`src/rtl/core/assert_macros.svh`:
```
// assertion helpers for the core rtl
`ifndef ASSERT_MACROS_SVH
`define ASSERT_MACROS_SVH

// clocked property check, disabled while reset is asserted
`define MCSC_ASSERT(lbl, prop, msg) \
  lbl: assert property (@(posedge clk_i) disable iff (!rst_ni) (prop)) else $error(msg);

// condition that must never be seen at a clock edge
`define MCSC_NEVER(lbl, cond, msg) \
  lbl: assert property (@(posedge clk_i) disable iff (!rst_ni) !(cond)) else $error(msg);

`endif

```
`src/rtl/core/mcsc_pkg.sv`:
```
// ----------------------------------------------------------------------------
// mcsc_pkg
// shared types and fixed field widths of the subset cover search core
// ----------------------------------------------------------------------------
package mcsc_pkg;

  // fixed field widths
  localparam int unsigned VALUE_W    = 17;
  localparam int unsigned ITEM_CNT_W = 4;
  localparam int unsigned DIM_CNT_W  = 5;
  localparam int unsigned THR_W      = 17;
  localparam int unsigned COST_W     = 21;
  localparam int unsigned CFG_IDX_W  = 2;
  localparam int unsigned CFG_DATA_W = 17;

  // table load position, saturating
  localparam int unsigned   POS_W   = 8;
  localparam logic [POS_W-1:0] POS_MAX = '1;

  // register indexes
  localparam logic [CFG_IDX_W-1:0] CFG_ITEM_COUNT = 2'd0;
  localparam logic [CFG_IDX_W-1:0] CFG_DIM_COUNT  = 2'd1;
  localparam logic [CFG_IDX_W-1:0] CFG_THRESHOLD  = 2'd2;

  typedef enum logic [2:0] {
    S_IDLE,
    S_DIV,
    S_ADDR,
    S_ACC,
    S_EVAL,
    S_DONE
  } state_e;

endpackage

```
`src/rtl/core/min_cost_subset_cover_search_core.sv`:
```
// ----------------------------------------------------------------------------
// min_cost_subset_cover_search_core
// minimum-cost covering subset search over a loaded item table
// ----------------------------------------------------------------------------
// The table streams in one value per transaction and one per cycle while
// in_ready_o is high, row by row: the item cost, then one contribution per
// dimension. The transaction with is_last set starts the search, and
// in_ready_o stays low until it ends. The search walks every nonempty subset
// of the items with one adder and one read port of the table memory: per
// subset it sums the costs and then each dimension column in turn, visiting
// every item position, adding each selected item and evaluating each column,
// stopping a subset at its first short column or once its cost cannot beat
// the best so far. A write to dim_count takes the core away from new table
// values while a serial divider re-derives the row and column of the load
// position. The result sits in an output register, so loading of the next
// table may begin while it waits to be taken.
// ----------------------------------------------------------------------------
`include "assert_macros.svh"

module min_cost_subset_cover_search_core #(
  parameter int unsigned MAX_ITEMS  = 12,
  parameter int unsigned MAX_DIMS   = 16,
  parameter int unsigned VALUE_BITS = 17
) (
  input  logic                             clk_i,
  input  logic                             rst_ni,
  // table value channel
  input  logic                             in_valid_i,
  output logic                             in_ready_o,
  input  logic [mcsc_pkg::VALUE_W-1:0]     value_i,
  input  logic                             is_last_i,
  // result channel
  output logic                             out_valid_o,
  input  logic                             out_ready_i,
  output logic                             found_o,
  output logic [mcsc_pkg::COST_W-1:0]      min_cost_o,
  // register write channel
  input  logic                             cfg_valid_i,
  output logic                             cfg_ready_o,
  input  logic [mcsc_pkg::CFG_IDX_W-1:0]   cfg_index_i,
  input  logic [mcsc_pkg::CFG_DATA_W-1:0]  cfg_data_i
);
  import mcsc_pkg::*;

  // stored value width, masked to VALUE_BITS
  localparam int unsigned STORE_W   = (VALUE_BITS < VALUE_W) ? VALUE_BITS : VALUE_W;
  // sums of up to MAX_ITEMS stored values
  localparam int unsigned ACC_W     = STORE_W + $clog2(MAX_ITEMS + 1);
  // one table row: cost then MAX_DIMS contributions
  localparam int unsigned ROW_LEN   = MAX_DIMS + 1;
  localparam int unsigned MEM_DEPTH = MAX_ITEMS * ROW_LEN;
  localparam int unsigned AW        = (MEM_DEPTH > 1) ? $clog2(MEM_DEPTH) : 1;
  // column index and stride, up to MAX_DIMS + 1
  localparam int unsigned STR_W     = $clog2(MAX_DIMS + 2);
  // item position inside a subset mask
  localparam int unsigned IDX_W     = (MAX_ITEMS > 1) ? $clog2(MAX_ITEMS) : 1;
  localparam int unsigned NCNT_W    = $clog2(MAX_ITEMS + 1);

  // registers
  logic [ITEM_CNT_W-1:0] item_count_q, item_count_d;
  logic [DIM_CNT_W-1:0]  dim_count_q, dim_count_d;
  logic [THR_W-1:0]      threshold_q, threshold_d;

  state_e                state_q, state_d;
  logic [POS_W-1:0]      pos_q, pos_d;
  logic [POS_W-1:0]      row_q, row_d;
  logic [STR_W-1:0]      col_q, col_d;

  logic [MAX_ITEMS-1:0]  subset_q, subset_d;
  logic [IDX_W-1:0]      j_q, j_d;
  logic [STR_W-1:0]      c_q, c_d;
  logic [ACC_W-1:0]      acc_q, acc_d;
  logic [ACC_W-1:0]      total_q, total_d;
  logic [ACC_W-1:0]      best_q, best_d;
  logic                  found_q, found_d;

  logic                  out_valid_q, out_valid_d;
  logic                  out_found_q, out_found_d;
  logic [COST_W-1:0]     out_cost_q, out_cost_d;

  // table memory
  logic [STORE_W-1:0]    mem [MEM_DEPTH];
  logic [STORE_W-1:0]    rd_data_q;
  logic [AW-1:0]         rd_addr;
  logic [AW-1:0]         wr_addr;
  logic                  mem_we;

  // handshakes and derived config
  logic                  in_fire, out_fire, cfg_fire;
  logic [NCNT_W-1:0]     n_items;
  logic [STR_W-1:0]      n_dims;
  logic [STR_W-1:0]      stride;
  logic [MAX_ITEMS-1:0]  full_mask;
  logic                  last_j;
  logic                  row_in_table;

  // position divider
  logic                  div_start;
  logic                  div_done;
  logic [POS_W-1:0]      div_row;
  logic [STR_W-1:0]      div_col;

  // counts above the table size saturate
  always_comb begin
    n_items = (32'(item_count_q) > 32'(MAX_ITEMS)) ? NCNT_W'(MAX_ITEMS)
                                                    : NCNT_W'(item_count_q);
    n_dims  = (32'(dim_count_q) > 32'(MAX_DIMS)) ? STR_W'(MAX_DIMS)
                                                  : STR_W'(dim_count_q);
  end

  assign stride       = n_dims + 1'b1;
  assign full_mask    = MAX_ITEMS'((33'd1 << n_items) - 33'd1);
  assign last_j       = 32'(j_q) == 32'(n_items) - 32'd1;
  assign row_in_table = 32'(row_q) < 32'(MAX_ITEMS);

  // config has priority over a table value in the same cycle
  assign cfg_ready_o = state_q == S_IDLE;
  assign in_ready_o  = (state_q == S_IDLE) && !cfg_valid_i;
  assign in_fire     = in_valid_i && in_ready_o;
  assign out_fire    = out_valid_q && out_ready_i;
  assign cfg_fire    = cfg_valid_i && cfg_ready_o;

  assign div_start   = cfg_fire && (cfg_index_i == CFG_DIM_COUNT);

  // memory addressing: row-major, fixed row length
  assign wr_addr = AW'(32'(row_q) * ROW_LEN + 32'(col_q));
  assign rd_addr = AW'(32'(j_q) * ROW_LEN + 32'(c_q));
  assign mem_we  = in_fire && row_in_table;

  always_ff @(posedge clk_i) begin
    if (mem_we) begin
      mem[wr_addr] <= value_i[STORE_W-1:0];
    end
    rd_data_q <= mem[rd_addr];
  end

  mcsc_posdiv #(
    .STR_W (STR_W)
  ) u_posdiv (
    .clk_i    (clk_i),
    .rst_ni   (rst_ni),
    .start_i  (div_start),
    .pos_i    (pos_q),
    .stride_i (stride),
    .done_o   (div_done),
    .row_o    (div_row),
    .col_o    (div_col)
  );

  // sequencer
  always_comb begin
    state_d      = state_q;
    item_count_d = item_count_q;
    dim_count_d  = dim_count_q;
    threshold_d  = threshold_q;
    pos_d        = pos_q;
    row_d        = row_q;
    col_d        = col_q;
    subset_d     = subset_q;
    j_d          = j_q;
    c_d          = c_q;
    acc_d        = acc_q;
    total_d      = total_q;
    best_d       = best_q;
    found_d      = found_q;
    out_valid_d  = out_valid_q && !out_ready_i;
    out_found_d  = out_found_q;
    out_cost_d   = out_cost_q;

    // register writes
    if (cfg_fire) begin
      case (cfg_index_i)
        CFG_ITEM_COUNT: item_count_d = cfg_data_i[ITEM_CNT_W-1:0];
        CFG_DIM_COUNT: begin
          dim_count_d = cfg_data_i[DIM_CNT_W-1:0];
          state_d     = S_DIV;
        end
        CFG_THRESHOLD:  threshold_d = cfg_data_i[THR_W-1:0];
        default: ;
      endcase
    end

    case (state_q)
      S_IDLE: begin
        if (in_fire) begin
          // advance the load position unless saturated
          if (pos_q != POS_MAX) begin
            pos_d = pos_q + 1'b1;
            if (col_q == n_dims) begin
              col_d = '0;
              row_d = row_q + 1'b1;
            end else begin
              col_d = col_q + 1'b1;
            end
          end
          if (is_last_i) begin
            pos_d    = '0;
            row_d    = '0;
            col_d    = '0;
            subset_d = MAX_ITEMS'(1);
            j_d      = '0;
            c_d      = '0;
            acc_d    = '0;
            found_d  = 1'b0;
            // no items means no nonempty subset
            state_d  = (n_items == '0) ? S_DONE : S_ADDR;
          end
        end
      end

      S_DIV: begin
        if (div_done) begin
          row_d   = div_row;
          col_d   = div_col;
          state_d = S_IDLE;
        end
      end

      S_ADDR: begin
        // read issued for a selected item, skip the rest
        if (subset_q[j_q]) begin
          state_d = S_ACC;
        end else if (last_j) begin
          state_d = S_EVAL;
        end else begin
          j_d = j_q + 1'b1;
        end
      end

      S_ACC: begin
        acc_d = acc_q + ACC_W'(rd_data_q);
        if (last_j) begin
          state_d = S_EVAL;
        end else begin
          j_d     = j_q + 1'b1;
          state_d = S_ADDR;
        end
      end

      S_EVAL: begin
        logic next_subset;
        next_subset = 1'b0;
        j_d         = '0;
        acc_d       = '0;
        state_d     = S_ADDR;
        if (c_q == '0) begin
          total_d = acc_q;
          if (found_q && (acc_q >= best_q)) begin
            // cannot beat the best cost
            next_subset = 1'b1;
          end else if (n_dims == '0) begin
            best_d      = acc_q;
            found_d     = 1'b1;
            next_subset = 1'b1;
          end else begin
            c_d = c_q + 1'b1;
          end
        end else if (32'(acc_q) < 32'(threshold_q)) begin
          // short column, subset fails
          next_subset = 1'b1;
        end else if (c_q == n_dims) begin
          best_d      = total_q;
          found_d     = 1'b1;
          next_subset = 1'b1;
        end else begin
          c_d = c_q + 1'b1;
        end
        if (next_subset) begin
          c_d = '0;
          if (subset_q == full_mask) begin
            state_d = S_DONE;
          end else begin
            subset_d = subset_q + 1'b1;
          end
        end
      end

      S_DONE: begin
        // wait for the output register to free up
        if (!out_valid_q || out_ready_i) begin
          out_valid_d = 1'b1;
          out_found_d = found_q;
          out_cost_d  = found_q ? COST_W'(best_q) : '0;
          state_d     = S_IDLE;
        end
      end

      default: state_d = S_IDLE;
    endcase
  end

  always_ff @(posedge clk_i or negedge rst_ni) begin
    if (!rst_ni) begin
      state_q      <= S_IDLE;
      item_count_q <= ITEM_CNT_W'(1);
      dim_count_q  <= DIM_CNT_W'(1);
      threshold_q  <= '0;
      pos_q        <= '0;
      row_q        <= '0;
      col_q        <= '0;
      subset_q     <= '0;
      j_q          <= '0;
      c_q          <= '0;
      found_q      <= 1'b0;
      out_valid_q  <= 1'b0;
    end else begin
      state_q      <= state_d;
      item_count_q <= item_count_d;
      dim_count_q  <= dim_count_d;
      threshold_q  <= threshold_d;
      pos_q        <= pos_d;
      row_q        <= row_d;
      col_q        <= col_d;
      subset_q     <= subset_d;
      j_q          <= j_d;
      c_q          <= c_d;
      found_q      <= found_d;
      out_valid_q  <= out_valid_d;
    end
  end

  // datapath registers
  always_ff @(posedge clk_i) begin
    acc_q      <= acc_d;
    total_q    <= total_d;
    best_q     <= best_d;
    out_found_q <= out_found_d;
    out_cost_q <= out_cost_d;
  end

  assign out_valid_o = out_valid_q;
  assign found_o     = out_found_q;
  assign min_cost_o  = out_cost_q;

  // checks
  `MCSC_ASSERT(a_no_cost_without_find, (out_valid_o && !found_o) |-> (min_cost_o == '0), "cost reported without a qualifying subset")
  `MCSC_NEVER(a_write_in_table, mem_we && (32'(row_q) >= 32'(MAX_ITEMS)), "table write beyond the last row")
  `MCSC_ASSERT(a_scan_in_range, (state_q == S_ADDR || state_q == S_ACC) |-> (32'(j_q) < 32'(n_items)), "item scan past the item count")
  `MCSC_ASSERT(a_result_from_done, $rose(out_valid_q) |-> $past(state_q == S_DONE), "result raised outside the done step")

endmodule

```
`src/rtl/core/mcsc_posdiv.sv`:
```
// ----------------------------------------------------------------------------
// mcsc_posdiv
// restoring divider: splits the load position into row and column
// ----------------------------------------------------------------------------
module mcsc_posdiv #(
  parameter int unsigned STR_W = 5
) (
  input  logic                      clk_i,
  input  logic                      rst_ni,
  input  logic                      start_i,
  input  logic [mcsc_pkg::POS_W-1:0] pos_i,
  input  logic [STR_W-1:0]          stride_i,
  output logic                      done_o,
  output logic [mcsc_pkg::POS_W-1:0] row_o,
  output logic [STR_W-1:0]          col_o
);
  import mcsc_pkg::*;

  localparam int unsigned CNT_W = $clog2(POS_W);

  logic             busy_q, busy_d;
  logic             done_q, done_d;
  logic [CNT_W-1:0] cnt_q, cnt_d;
  logic [POS_W-1:0] dq_q, dq_d;
  logic [STR_W-1:0] rem_q, rem_d;
  logic [STR_W:0]   trial;
  logic             fits;

  // one quotient bit per cycle
  always_comb begin
    trial  = {rem_q, dq_q[POS_W-1]};
    fits   = trial >= {1'b0, stride_i};
    busy_d = busy_q;
    done_d = 1'b0;
    cnt_d  = cnt_q;
    dq_d   = dq_q;
    rem_d  = rem_q;
    if (start_i) begin
      busy_d = 1'b1;
      cnt_d  = '0;
      dq_d   = pos_i;
      rem_d  = '0;
    end else if (busy_q) begin
      dq_d  = {dq_q[POS_W-2:0], fits};
      rem_d = fits ? STR_W'(trial - {1'b0, stride_i}) : STR_W'(trial);
      cnt_d = cnt_q + 1'b1;
      if (cnt_q == CNT_W'(POS_W - 1)) begin
        busy_d = 1'b0;
        done_d = 1'b1;
      end
    end
  end

  always_ff @(posedge clk_i or negedge rst_ni) begin
    if (!rst_ni) begin
      busy_q <= 1'b0;
      done_q <= 1'b0;
      cnt_q  <= '0;
    end else begin
      busy_q <= busy_d;
      done_q <= done_d;
      cnt_q  <= cnt_d;
    end
  end

  always_ff @(posedge clk_i) begin
    dq_q  <= dq_d;
    rem_q <= rem_d;
  end

  assign done_o = done_q;
  assign row_o  = dq_q;
  assign col_o  = rem_q;

endmodule
```
`config.mk`:
```
export PLATFORM = sky130hd
export DESIGN_NAME = min_cost_subset_cover_search_core
export DESIGN_NICKNAME = d
export VERILOG_FILES = /design/src/rtl/core/mcsc_pkg.sv /design/src/rtl/core/min_cost_subset_cover_search_core.sv /design/src/rtl/core/mcsc_posdiv.sv
export VERILOG_INCLUDE_DIRS = /design/src /design/src/rtl/core
export SDC_FILE = /design/constraint.sdc
export NUM_CORES = 2
export LEC_CHECK = 0
export BUFFER_PORTS_ARGS = -buffer_cell sky130_fd_sc_hd__buf_4
export CORE_ASPECT_RATIO = 1.2
export CORE_MARGIN = 4
export CORE_UTILIZATION = 40
export DETAILED_ROUTE_END_ITERATION = 12
export GPL_TIMING_DRIVEN = 0
export PLACE_DENSITY_LB_ADDON = 0.15
export SLEW_MARGIN = 20
export SYNTH_ARGS = -nofsm -noshare
export SYNTH_HDL_FRONTEND = slang
export SYNTH_SLANG_ARGS = --single-unit
```
`constraint.sdc`:
```
create_clock -name clk_i -period 4 [get_ports clk_i]
set_clock_uncertainty 0.2 [all_clocks]
set_input_delay 0.8 -clock clk_i [delete_from_list [all_inputs] [get_ports clk_i]]
set_output_delay 0.8 -clock clk_i [all_outputs]
set_load 0.03 [all_outputs]
```
Yosys cells after proc, flatten, opt, wreduce, memory -nomap -nowiden:

Memory sizes are Yosys's and may differ from the RTL's. A register that Yosys moved wholly into a read port is not among the register bits.
Cells that the tools add are included.

* shift-type cells: 1
* mux-type cells: 87
* equality and inequality tests: 32
* reduce and logical (&&, ||, !) cells: 37
* $mul: 2
* $add $sub $neg: 14
* $lt $le $gt $ge: 7

Operators by type and width (number)
* 21-bit two-way mux: 7
* 5-bit two-way mux: 15
* 8-bit two-way mux: 9
* 21-bit case mux with 3 select lines: 1
* 12-bit two-way mux: 4
* 3-bit two-way mux: 14
* 4-bit by 32-bit == test with 1-bit output: 1
* 1-bit two-way mux: 24
* 12-bit case mux with 2 select lines: 1
* 21-bit by 17-bit adder with 21-bit output: 1
* 21-bit >= comparator: 1
* 21-bit by 17-bit < comparator with 1-bit output: 1
* 4-bit two-way mux: 5
* 5-bit case mux with 2 select lines: 2
* 3-bit case mux with 6 select lines: 1
* 8-bit by 1-bit adder with 8-bit output (second input constant): 2
* 8-bit by 5-bit adder with 8-bit output: 2
* 4-bit inequality test (second input constant): 4
* 4-bit case mux with 4 select lines: 1
* 8-bit case mux with 2 select lines: 1
* 5-bit by 1-bit adder with 5-bit output (second input constant): 3
* 5-bit AND reduction: 3
* 7-bit AND reduction: 2
* 12-bit by 1-bit adder with 12-bit output (second input constant): 1
* 40 further kinds: 74

* memory bits (writable): 3468
* memories kept: 1
* logic and storage cells: 203
* register bits after elaboration: 176

Memories
* mem: words 204, width 17, rd ports 1, clocked after memory_dff 1, write ports 1, line min_cost_subset_cover_search_core.sv:82 `logic [STORE_W-1:0] mem [MEM_DEPTH];`

Longest topological paths before layout:

* word-level depth: 9
* gate-level depth with buffers: 16
* mapped depth without buffers: 14

Cells and area by module:

Synthesis repeated with hierarchy kept, for this count alone.

* cell total of the unflattened synthesis: 6737
* area total of the unflattened synthesis: 144235.8 um^2

Modules (own cells, without submodules)
* min_cost_subset_cover_search_core: cells an instance 6642, area an instance 143218.6 um^2, times used 1, sequential area each 108861.9 um^2
* mcsc_posdiv: cells an instance 95, area an instance 1017.2 um^2, times used 1, sequential area each 465.4 um^2

Worst setup path after synthesis:

Ideal clock, no wire load.

* path kind: register -> register
* start: register row_q[4]
* end: memory mem[145][0] in the netlist's numbering, enable pin
* path slack: -0.286 ns
* path buffers: 1
* stages on the path, launching flop included: 13
* data arrival time: 3.696 ns
* clock period less this slack: 4.286 ns
* setup time: 0.390 ns
* cells stage by stage: dfrtp_1 > ha_1 > ha_1 > ha_1 > ha_1 > a21oi_1 > o21bai_1 > a21oi_1 > xnor2_1 > nor2b_1 > nand2_1 > clkbuf_1 > nor2_1

* word-level cells in the longest chain between the ends: 4
* elaborated cells between the ends (all ways): 6
* those cells by class: 1 x add/sub; 1 x mul; 1 x order compare; 2 x mux; 1 x reduce/logical

RTL lines
* start: declaration: line min_cost_subset_cover_search_core.sv:66 `logic [POS_W-1:0] row_q, row_d;`
* start signal: assignment: line min_cost_subset_cover_search_core.sv:312 `row_q <= row_d;`
* branches (longest 4 deep; another with 8-bit by 5-bit multiplier with 8-bit output)
* end: declaration: line min_cost_subset_cover_search_core.sv:82

Parallel ways; which one is timed is not known.

Final worst setup path:

* start: register c_q[1]
* end: register rd_data_q[3] (read register of mem)

* word-level cells in the longest chain between the ends: 1

RTL lines
* start: declaration: line min_cost_subset_cover_search_core.sv:71 `logic [STR_W-1:0] c_q, c_d;`
* start signal: assignment: line min_cost_subset_cover_search_core.sv:303 `c_q <= '0;`
* start signal: assignment: line min_cost_subset_cover_search_core.sv:316 `c_q <= c_d;`
* 8-bit by 5-bit adder with 8-bit output: line min_cost_subset_cover_search_core.sv:127 `assign rd_addr = AW'(32'(j_q) * ROW_LEN + 32'(c_q));`
* end: declaration: line min_cost_subset_cover_search_core.sv:83 `logic [STORE_W-1:0] rd_data_q;`

No other way between the ends.
A chain may end at the register's enable or synchronous reset.

==> impl_metrics.ini <==
[drt]
top_layer_used = met5
via_per_inst = 5.92
firstDrtPassIters = 6
via_count = 76400
initialDrtViolationCount = 8891
drc = 0
wl_met1_um = 171000
wl_met3_um = 35000
met2WireLength_um = 234000
wirelength_um = 468000
wl_per_cell_um = 36.3
ant_nets = 0

[timing]
setup_violations = 2094
finalMaxSlewViolations = 0
fin_crit_sh_pct = 108
fin_setup_tns_ps = -166990
fmax_mhz = 231
fin_ws_ps = -332
worstMarginPinSlew_ps = 1090
min_period_ps = 4330
rsz0062_at_grt = yes
hold_violations = 0
slew_headroom_pct = 25.2

[setup_path]
start_kind = flip-flop
crit_start = c_q[1]$_DFFE_PN0P_
crit_path_max_incr_delay_ps = 670
critPathCaptureType = flip-flop
worstPathRequired_ps = 4640
r2r.worst_path.cells = 11
r2r-start = c_q[1]$_DFFE_PN0P_
worstPathArrival_ps = 4970
worstPathCellList = ha_4 -> ha_4 -> inv_2 -> fa_2 -> clkinvlp_4 -> clkbuf_16 -> clkbuf_16 -> clkbuf_4 -> o211ai_1 -> nand4_1 -> and3_4
worst-setup-path-type = flip-flop to flip-flop
cp_slowest_cell = fa_2
worstPathMaxFanout = 10

[grt]
grt_max_degree = 129
grt_pass1_vias = 76500
grt-ovfl-total = 0
grt_pass1_wl_um = 635000
grt_antenna_before_repair = 16
grt.total_usage_pct = 24.9

[clock_network]
clkTransAtPathRegs_ps = 60
h-tree-depth = 5
cts_max_path_buffers = 4
cts_buffers = 370
cts_root_buf = clkbuf_16
clk_latency_ps = 980
cts_tree = yes
numClockSinks = 3661

[synthesis]
yosys.area_share.simple_pct = 3.48
ys.flop_type = edfxtp_1
synth_edf_count = 3561
synthArstFlopShare_pct = 2.13
synthMuxAreaShare_pct = 16.4
syn_nets = 7024
synth-seq-cells = 3661
synthCells = 6873
synth_top_family_by_area = multiplexers
synth_fa_ha_area_share_pct = 0.971
syn_area_um2 = 144000
netlist_top_cells_area = edfxtp_1 74%, mux4_2 16%, dfrtp_1 1.3%
synth-compound-area-share_pct = 1.73
synth-warning-count = 0
synth.yosys.seq_area_share_pct = 75.7
synth_xor_area_share_pct = 0.328
synth_top_area_share_pct = 74.1
netlist-cell-type-count = 76
yosys.area.top_type = edfxtp_1
synth_area_per_cell_um2 = 21.0

[floorplan]
ioPinCount = 67
start_util_pct = 40.2
die_h_um = 666
coreArea_um2 = 359000
rows = 241
dieWidth_um = 556
die_area_um2 = 371000

[finish]
fill_cells = 28600
drive_gt1_share_pct = 35.9
syn_to_final_growth_pct = 22.8
nets = 8006
utilization_pct = 49.4

[status]
violations = setup timing
status = finished with violations

[min_path]
min_path_cells = 1
hold_start = value_i[12]
holdCritPathClass = primary input to flip-flop

[place]
place_congestion = 0.891
io_buffers = 66
dp_hpwl_um = 312000

[job]
maxCapViolCount = 0
Yosys cell counts, types with 62 or more instances:
master	instances
clkbuf_1	211
o21ai_0	68
inv_1	78
mux2i_1	62
buf_2	112
nand3_1	180
ha_1	104
nor2_1	320
nand2_1	382
a21oi_1	78
edfxtp_1	3561
mux4_2	1000
dfrtp_1	76
final timing paths:
check	to	slack [ps]
min in group asynchronous	pos_q[1]$_DFFE_PN0P_	260
setup / recovery	rd_data_q[3]$_DFF_P_	-330
hold / removal	mem[152][12]$_DFFE_PP_	50
hold reg to reg	threshold_q[0]$_DFFE_PN0P_	310
max in group asynchronous	c_q[0]$_DFFE_PN0P_	2740
setup reg to reg	rd_data_q[3]$_DFF_P_	-330
stage by stage:
stage	setup WS, ps	instances	hold WS (ps)	cell area [um^2]
floorplan	-265	6873	267	145000
global placement	-4370	11700	290	151000
detailed placement	-2930	11800	294	155000
CTS	-247	12800	13.1	176000
global route	-336	12900	48.9	177000
finish	-332	12900	48.2	177000
flip-flops by register name, summed over array words and instances (netlist names), 3 cells and up:
name / count
u_posdiv.cnt_q: 3
c_q: 5
dim_count_q: 5
total_q: 21
item_count_q: 4
pos_q: 8
u_posdiv.row_o: 8
threshold_q: 17
acc_q: 21
u_posdiv.col_o: 5
col_q: 5
subset_q: 12
j_q: 4
best_q: 21
state_q: 3
min_cost_o: 21
row_q: 8
mem: 3468
rd_data_q: 17
cell usage in the layout, fill, tap and decap left out, types with 22 or more instances in the layout:
cell type	n
a21oi_1	64
a21o_1	22
buf_16	80
clkbuf_8	39
mux2i_1	36
clkinv_2	54
buf_6	71
and2_1	26
nor3_1	35
mux4_2	1000
and3_1	25
buf_12	247
nand3_1	139
nand4_1	32
clkinv_1	97
xnor2_1	28
o21ai_0	65
bufinv_16	25
mux2i_4	23
clkbuf_2	34
mux2_2	47
clkbuf_1	119
clkbuf_4	55
buf_4	272
dfrtp_1	65
ha_1	92
nand3_2	29
inv_1	73
nor2_1	103
nor2_4	213
dfxtp_1	22
edfxtp_1	3561
dlygate4sd3_1	25
nor2b_1	22
buf_8	65
clkbuf_16	408
nand2_1	359
layout make-up:
class | count | area [um^2] | area share, %
Sequential cell | 3661 | 109000 | 61.7
Multi-Input combinational cell | 2764 | 36700 | 20.7
Clock buffer | 457 | 9720 | 5.48
Timing Repair Buffer | 617 | 9310 | 5.25
Tap cell | 4738 | 5930 | 3.34
Buffer | 363 | 4100 | 2.31
Clock inverter | 213 | 1870 | 1.06
Inverter | 78 | 299 | 0.169
Antenna cell | 9 | 22.5 | 0.0127
logic make-up after synthesis:
logic type	count (synthesis)
adder cells (fa/ha/maj)	109
multiplexers	1110
AND/OR/NAND/NOR	1114
flip-flops	3661
XOR/XNOR	54
buffers and inverters	448
AO/OA/AOI/OAI	377
metal layers:
metal | vias up | GRT usage, %
li1 | 30500 | -
met1 | 41500 | 30.9
met2 | 3506 | 41.9
met3 | 852 | 4.77
met4 | 4 | 12.3
met5 | - | 0
worst max-delay path: cells and delay by family, from the launching register on:
kind | cells | cell delay (ps)
DFF | 1 | 440
AOI/OAI and AO/OA | 1 | 490
buffers and inverters | 5 | 1150
and+or+nand+nor | 2 | 760
adders and majority gates | 3 | 1090
what timing repair did:
action | in CTS | in global routing
setup buffers | 306 | 71
hold buffers | 25 | 0
gates cloned | 14 | 13
endpoints found under the hold margin | 163 | 0
resized for setup | 958 | 192
pin swaps | 215 | 71
setup endpoints to repair | 3500 | 3068
Power is left out: the tool's default activity adds up to more than one toggle a clock period on the data nets, which glitch-free logic cannot reach.
